<file path="src/dsl_pkg.sv">
`timescale 1ns / 1ps
// ----------------------------------------------------------------------------
// dsl_pkg: shared types and constants for the drive slew limiter
// Field widths, register index codes and the register file struct.
// ----------------------------------------------------------------------------
package dsl_pkg;

   localparam int DRIVE_W    = 32;
   localparam int SUM_W      = 64;
   localparam int CSR_DATA_W = 16;
   localparam int CSR_IDX_W  = 1;
   localparam int CALC_W     = DRIVE_W + 1;

   localparam logic [CSR_IDX_W-1:0] CSR_STEP_SIZE     = 1'b0;
   localparam logic [CSR_IDX_W-1:0] CSR_MIN_MAGNITUDE = 1'b1;

   typedef struct packed {
      logic [CSR_DATA_W-1:0] step_size;
      logic [CSR_DATA_W-1:0] min_magnitude;
   } csr_type;

endpackage

</file>
<file path="src/dsl_csr.sv">
`timescale 1ns / 1ps
// ----------------------------------------------------------------------------
// dsl_csr: configuration registers
// Holds step size and minimum magnitude, written through a plain write port.
// ----------------------------------------------------------------------------
module dsl_csr (
   input  logic                             clock,
   input  logic                             reset,
   input  logic                             csr_we,
   input  logic [dsl_pkg::CSR_IDX_W-1:0]    csr_index,
   input  logic [dsl_pkg::CSR_DATA_W-1:0]   csr_wdata,
   output dsl_pkg::csr_type                 cfg
);

   dsl_pkg::csr_type cfg_ff;
   dsl_pkg::csr_type cfg_in;

   always_comb begin
      cfg_in = cfg_ff;
      if (csr_we) begin
         case (csr_index)
            dsl_pkg::CSR_STEP_SIZE:     cfg_in.step_size     = csr_wdata;
            dsl_pkg::CSR_MIN_MAGNITUDE: cfg_in.min_magnitude = csr_wdata;
            default:                    cfg_in = cfg_ff;
         endcase
      end
   end

   always_ff @(posedge clock) begin
      if (reset) begin
         cfg_ff <= '0;
      end else begin
         cfg_ff <= cfg_in;
      end
   end

   assign cfg = cfg_ff;

endmodule

</file>
<file path="src/dsl_next_level.sv">
`timescale 1ns / 1ps
// ----------------------------------------------------------------------------
// dsl_next_level: next drive level
// Floors the target, steps the level toward it with snapping near zero,
// and limits the result to the target. Evaluated in 33 bits.
// ----------------------------------------------------------------------------
module dsl_next_level (
   input  logic signed [dsl_pkg::DRIVE_W-1:0] cur_level,
   input  logic signed [dsl_pkg::DRIVE_W-1:0] target,
   input  dsl_pkg::csr_type                   cfg,
   output logic signed [dsl_pkg::DRIVE_W-1:0] next_level
);

   localparam int W = dsl_pkg::CALC_W;

   always_comb begin
      logic signed [W-1:0] c;
      logic signed [W-1:0] t;
      logic signed [W-1:0] t2;
      logic signed [W-1:0] s;
      logic signed [W-1:0] m;
      logic signed [W-1:0] neg_m;
      logic signed [W-1:0] mag_t;
      logic signed [W-1:0] lvl;

      c     = W'(cur_level);
      t     = W'(target);
      s     = W'($signed({1'b0, cfg.step_size}));
      m     = W'($signed({1'b0, cfg.min_magnitude}));
      neg_m = -m;
      mag_t = (t < 0) ? -t : t;

      // floor: small nonzero targets are pushed out to +/- min magnitude
      t2 = t;
      if (mag_t < m) begin
         if (t < 0) begin
            t2 = neg_m;
         end else if (t > 0) begin
            t2 = m;
         end
      end

      if (s == 0 || t2 == c) begin
         lvl = t2;
      end else if (t2 < c) begin
         lvl = c - s;
         if (t2 <= 0) begin
            if (lvl > 0 && lvl < m) begin
               lvl = '0;
            end else if (lvl < 0 && neg_m < lvl) begin
               lvl = neg_m;
            end
         end
         if (lvl < t2) begin
            lvl = t2;
         end
      end else begin
         lvl = c + s;
         if (t2 >= 0) begin
            if (lvl < 0 && neg_m < lvl) begin
               lvl = '0;
            end else if (lvl > 0 && lvl < m) begin
               lvl = m;
            end
         end
         if (t2 < lvl) begin
            lvl = t2;
         end
      end

      next_level = lvl[dsl_pkg::DRIVE_W-1:0];
   end

endmodule

</file>
<file path="src/drive_slew_limiter.sv">
`timescale 1ns / 1ps
// ----------------------------------------------------------------------------
// drive_slew_limiter: slew-rate limiter for a signed drive level
// Target register, next-level logic, then level and running sum registers.
// ----------------------------------------------------------------------------
// channel  ports                           direction  accepted when
// req      req_valid/ready, req_target     in         req_valid && req_ready
// rsp      rsp_valid/ready, rsp_drive(_sum) out       rsp_valid && rsp_ready
// csr      csr_we, csr_index, csr_wdata    in         csr_we
//
// One item per cycle while the result side is not stalled; an accepted item is held in the
// target reg, then the level update and 64-bit sum add load the level and sum registers.
// A stalled result holds; the target register still takes one more item.
// Synchronous reset clears level, sum, registers and valid flags.
// ----------------------------------------------------------------------------
module drive_slew_limiter (
   input  logic                                clock,
   input  logic                                reset,
   input  logic                                req_valid,
   output logic                                req_ready,
   input  logic signed [dsl_pkg::DRIVE_W-1:0]  req_target,
   output logic                                rsp_valid,
   input  logic                                rsp_ready,
   output logic signed [dsl_pkg::DRIVE_W-1:0]  rsp_drive,
   output logic signed [dsl_pkg::SUM_W-1:0]    rsp_drive_sum,
   input  logic                                csr_we,
   input  logic [dsl_pkg::CSR_IDX_W-1:0]       csr_index,
   input  logic [dsl_pkg::CSR_DATA_W-1:0]      csr_wdata
);

   dsl_pkg::csr_type cfg;

   logic                               tgt_valid_ff;
   logic                               tgt_valid_in;
   logic signed [dsl_pkg::DRIVE_W-1:0] tgt_ff;
   logic                               rsp_valid_ff;
   logic                               rsp_valid_in;
   logic signed [dsl_pkg::DRIVE_W-1:0] level_ff;
   logic signed [dsl_pkg::DRIVE_W-1:0] level_in;
   logic signed [dsl_pkg::SUM_W-1:0]   sum_ff;
   logic signed [dsl_pkg::SUM_W-1:0]   sum_in;
   logic signed [dsl_pkg::DRIVE_W-1:0] next_level;
   logic                               fire;
   logic                               take;

   dsl_csr u_csr (
      .clock     (clock),
      .reset     (reset),
      .csr_we    (csr_we),
      .csr_index (csr_index),
      .csr_wdata (csr_wdata),
      .cfg       (cfg)
   );

   dsl_next_level u_next (
      .cur_level  (level_ff),
      .target     (tgt_ff),
      .cfg        (cfg),
      .next_level (next_level)
   );

   assign fire      = tgt_valid_ff && (!rsp_valid_ff || rsp_ready);
   assign req_ready = !tgt_valid_ff || fire;
   assign take      = req_valid && req_ready;

   always_comb begin
      tgt_valid_in = take ? 1'b1 : (fire ? 1'b0 : tgt_valid_ff);
      rsp_valid_in = fire ? 1'b1 : (rsp_ready ? 1'b0 : rsp_valid_ff);
      level_in     = fire ? next_level : level_ff;
      sum_in       = fire ? sum_ff + {{(dsl_pkg::SUM_W-dsl_pkg::DRIVE_W){next_level[
                       dsl_pkg::DRIVE_W-1]}}, next_level} : sum_ff;
   end

   always_ff @(posedge clock) begin
      if (take) begin
         tgt_ff <= req_target;
      end
      if (reset) begin
         tgt_valid_ff <= 1'b0;
         rsp_valid_ff <= 1'b0;
         level_ff     <= '0;
         sum_ff       <= '0;
      end else begin
         tgt_valid_ff <= tgt_valid_in;
         rsp_valid_ff <= rsp_valid_in;
         level_ff     <= level_in;
         sum_ff       <= sum_in;
      end
   end

   assign rsp_valid     = rsp_valid_ff;
   assign rsp_drive     = level_ff;
   assign rsp_drive_sum = sum_ff;

`ifndef SYNTHESIS
   a_fire_loads_rsp: assert property (@(posedge clock) disable iff (reset)
      fire |=> rsp_valid_ff)
      else $error("result not loaded after compute");

   a_sum_tracks_level: assert property (@(posedge clock) disable iff (reset)
      fire |=> sum_ff == $past(sum_ff) +
         {{(dsl_pkg::SUM_W-dsl_pkg::DRIVE_W){level_ff[dsl_pkg::DRIVE_W-1]}}, level_ff})
      else $error("running sum does not match new level");

   a_state_holds: assert property (@(posedge clock) disable iff (reset)
      !fire |=> $stable(level_ff) && $stable(sum_ff))
      else $error("state changed without an item");

   a_stall_only_full: assert property (@(posedge clock) disable iff (reset)
      !req_ready |-> tgt_valid_ff && rsp_valid_ff && !rsp_ready)
      else $error("input stalled while pipeline has room");
`endif

endmodule

</file>
<file path="config.mk">
export PLATFORM = sky130hd
export DESIGN_NAME = drive_slew_limiter
export DESIGN_NICKNAME = d
export VERILOG_FILES = /design/src/dsl_pkg.sv /design/src/dsl_csr.sv /design/src/dsl_next_level.sv /design/src/drive_slew_limiter.sv
export SDC_FILE = /design/constraint.sdc
export NUM_CORES = 1
export LEC_CHECK = 0
export CORE_MARGIN = 2
export CORE_UTILIZATION = 40
export DETAILED_ROUTE_END_ITERATION = 16
export DONT_BUFFER_PORTS = 1
export PLACE_DENSITY = 0.6
export SYNTH_ARGS = -nofsm -noshare
export SYNTH_HDL_FRONTEND = slang
export SYNTH_SLANG_ARGS = --single-unit
</file>
<file path="constraint.sdc">
create_clock -name clock -period 15.7 [get_ports clock]
set_input_delay 3.14 -clock clock [delete_from_list [all_inputs] [get_ports clock]]
set_output_delay 3.14 -clock clock [all_outputs]
set_load 0.01 [all_outputs]
</file>
==> out/metrics.cfg <==
[route]
vias_per_cell = 6.23
num_vias = 20900
drt_pass1_iterations = 6
ant_nets = 0
wl_per_cell_um = 24.2
drt_iter0_drc = 2111
wirelength_um = 81000
drc = 0

[critical_path]
slowest_delay_ns = 0.87
path_class = register to register
crit_buf_inv = 3
crit_fanout = 22
worstPathRequired_ns = 16.11
critPathTopFamily = compound AO/OA/AOI/OAI gates
worstPathArrival_ns = 15.11
crit_top_cell = a21o_1
crit_slowest_cell = a2111oi_0
crit_path_start_kind = register
endpoint_kind = register

[clock_tree]
path_clk_slew_ns = 0.07
cts_tree = done
insertion_delay_ns = 0.53
ctsResizeCount = 0
clock_sinks = 162
cts_htree_levels = 4
cts_buffer_depth = 2
cts_buffers = 17
root_buffer = clkbuf_16
ctsHoldBuffers = 0

[power_and_ir_drop]
peakVddDrop_mv = 0.106
switching_share = 0.507
clockPowerShare = 0.153
power_density_nw_per_um2 = 130
switchingPower_mw = 1.41
power.leakage_nw = 8.97
pwr-share-seq = 0.208
power.total_mw = 2.77
power.internal_mw = 1.37
p_comb_frac = 0.638

[synth]
ys.warnings.count = 0
postSynth.topFlopCell = dfxtp_1
seq_area_frac_synth = 0.177
yosys_register_bits = 162
synthCells = 2728
synth_edf_count = 32
syn_area_per_cell_sq_um = 7.38
synth.distinct_cells = 99
synthesis.area_sq_um = 20100
syn-num-nets = 3088
synthArstFlopShare = 0

[placed_design]
hpwlAfterDp_um = 64800
place_worst_setup_slack_ns = 1.05
gp_congestion = 1.01
dpl_cell_area_sq_um = 20800
port_buffers = 0

[grt]
overflow = 0
grt_pass1_wl_um = 121000
grt_pass1_vias = 19700
grt_max_degree = 116
antenna_found_initial = 0
grt_use_total = 0.303

[finish]
syn2layout_area_growth_pct = 5.89
layout-drive-gt1-share = 0.0546
finalNetCount = 3020
fillers = 5232
design_area_sq_um = 21300
n_antenna_cell = 0

[floorplan]
die_height_um = 228
start_util = 0.403
boundaryPins = 152
row_count = 82
die_w_um = 228
dieArea_sq_um = 52200
core_area_sq_um = 50000

[sta]
clock_skew_ns = 0.0525
drv_slew = 0
worst_pin_slew_ns = 1.06
setup_ws_ns = 0.999
period_share = 0.936
setup_viol = 0
tns_ns = 0
period_needed_ns = 14.70
slew_headroom = 0.273
fmax_ghz = 0.0680
finalHoldViolations = 0
rsz0062_at_grt = no
whs_ns = 0.497

[hold_path]
min_path_type = register to register

[flow_run]
maxCapViolations = 0

[status]
status = finished clean

-- flip-flops by register name, summed over array words and instances, names as in the netlist --
signal	flops
rsp_drive_sum	64
rsp_valid	1
rsp_drive	32
tgt_valid_ff	1
u_csr.cfg	32
tgt_ff	32
-- cell usage in the layout (no fill, tap or decap), types with 18 or more instances in the layout --
| cell type | n |
|---|---|
| nor3_1 | 62 |
| or2_2 | 26 |
| o22ai_1 | 20 |
| xnor2_1 | 109 |
| or3_1 | 23 |
| o21ai_0 | 134 |
| nor2b_1 | 35 |
| inv_1 | 190 |
| nor2_1 | 207 |
| o211ai_1 | 22 |
| a21oi_1 | 273 |
| xor2_1 | 20 |
| a21o_1 | 101 |
| o31ai_1 | 18 |
| buf_4 | 41 |
| dfxtp_1 | 130 |
| a211oi_1 | 34 |
| nand3_1 | 57 |
| o21bai_1 | 20 |
| a31oi_1 | 32 |
| edfxtp_1 | 32 |
| nand2b_1 | 30 |
| a22oi_1 | 18 |
| nand4_1 | 48 |
| o21a_1 | 42 |
| nor4_1 | 28 |
| nand2_1 | 322 |
| ha_1 | 303 |
-- final cells by class --
| type | instances | area, sq um | share of cell area |
|---|---|---|---|
| well taps | 672 | 841 | 0.0394 |
| clock inverters | 13 | 115 | 0.00540 |
| flip-flops and latches | 162 | 3560 | 0.167 |
| clock buffers | 19 | 443 | 0.0208 |
| repair buffers | 41 | 308 | 0.0144 |
| inverters | 194 | 728 | 0.0341 |
| multi-input cells | 2244 | 15300 | 0.719 |
-- routing by layer --
| metal | routed length (um) | part of all wire | track usage |
|---|---|---|---|
| met4 | 3000 | 0.037 | 0.116 |
| met5 | 0 | 0 | 0 |
| met3 | 7350 | 0.091 | 0.0786 |
| met1 | 34500 | 0.43 | 0.390 |
| met2 | 36100 | 0.45 | 0.484 |
-- per-stage QoR --
step	instances	utilization
after floorplan	2728	-
after detailed placement	3311	0.415
final	3345	0.427
after global routing	3345	0.427
after global placement	3311	0.415
after CTS	3343	0.426
-- logic make-up after synthesis --
family | after synthesis | share of synthesized area
and+or+nand+nor | 936 | 0.226
AOI/OAI and AO/OA | 857 | 0.277
buffers and inverters | 322 | 0.0637
adders and majority gates | 306 | 0.191
DFF | 162 | 0.177
xor gates and xnor gates | 129 | 0.0561
muxes | 16 | 0.00864
-- synthesized netlist by cell type, types with 22 or more instances --
cell | instances | area, sq um
a21o_1 | 101 | 758
ha_1 | 303 | 3790
nor4_1 | 29 | 181
a31oi_1 | 32 | 200
clkbuf_1 | 97 | 364
a21oi_1 | 274 | 1370
nand2b_1 | 31 | 194
nor2b_1 | 36 | 225
o211ai_1 | 22 | 165
edfxtp_1 | 32 | 961
o21a_1 | 42 | 315
or2_2 | 26 | 163
inv_1 | 190 | 713
nand4_1 | 48 | 300
nand2_1 | 322 | 1210
o21ai_0 | 134 | 671
dfxtp_1 | 130 | 2600
nand3_1 | 57 | 285
or3_1 | 23 | 144
xnor2_1 | 109 | 955
nor3_1 | 62 | 310
nor2_1 | 207 | 777
a211oi_1 | 34 | 255
-- tightest hold or removal path: cells and delay by family, from the launching register on --
family / cells / cell delay, ns
flops: 1 / 0.34
simple gates: 1 / 0.06
compound gates: 1 / 0.05
-- power groups by stage --
stage | logic (mW) | clock network [mW] | registers, mW
finish | 1.77 | 0.425 | 0.578
floorplan | 1.27 | 0 | 0.541
global placement | 1.69 | 0 | 0.586
global route | 1.94 | 0.451 | 0.586
CTS | 1.72 | 0.439 | 0.577
detailed placement | 1.71 | 0 | 0.586
-- worst paths after layout --
kind	from	endpoint	slack, ns	depth (start not counted)
worst max-delay path	u_csr.cfg[29]$_SDFFE_PP0P_	rsp_drive_sum[63]$_SDFFE_PP0P_	1.0	55
worst min-delay path	u_csr.cfg[20]$_SDFFE_PP0P_	u_csr.cfg[20]$_SDFFE_PP0P_	0.50	2
worst max register to register	u_csr.cfg[29]$_SDFFE_PP0P_	rsp_drive_sum[63]$_SDFFE_PP0P_	1.0	55
worst min register to register	u_csr.cfg[20]$_SDFFE_PP0P_	u_csr.cfg[20]$_SDFFE_PP0P_	0.50	2
-- timing repair --
| action | in CTS | in global routing |
|---|---|---|
| hold endpoints to repair | 0 | 0 |
| endpoints found under the setup margin | 0 | 5 |
| setup buffers | 0 | 2 |
Note: power is estimated with default switching activity, not from simulation.
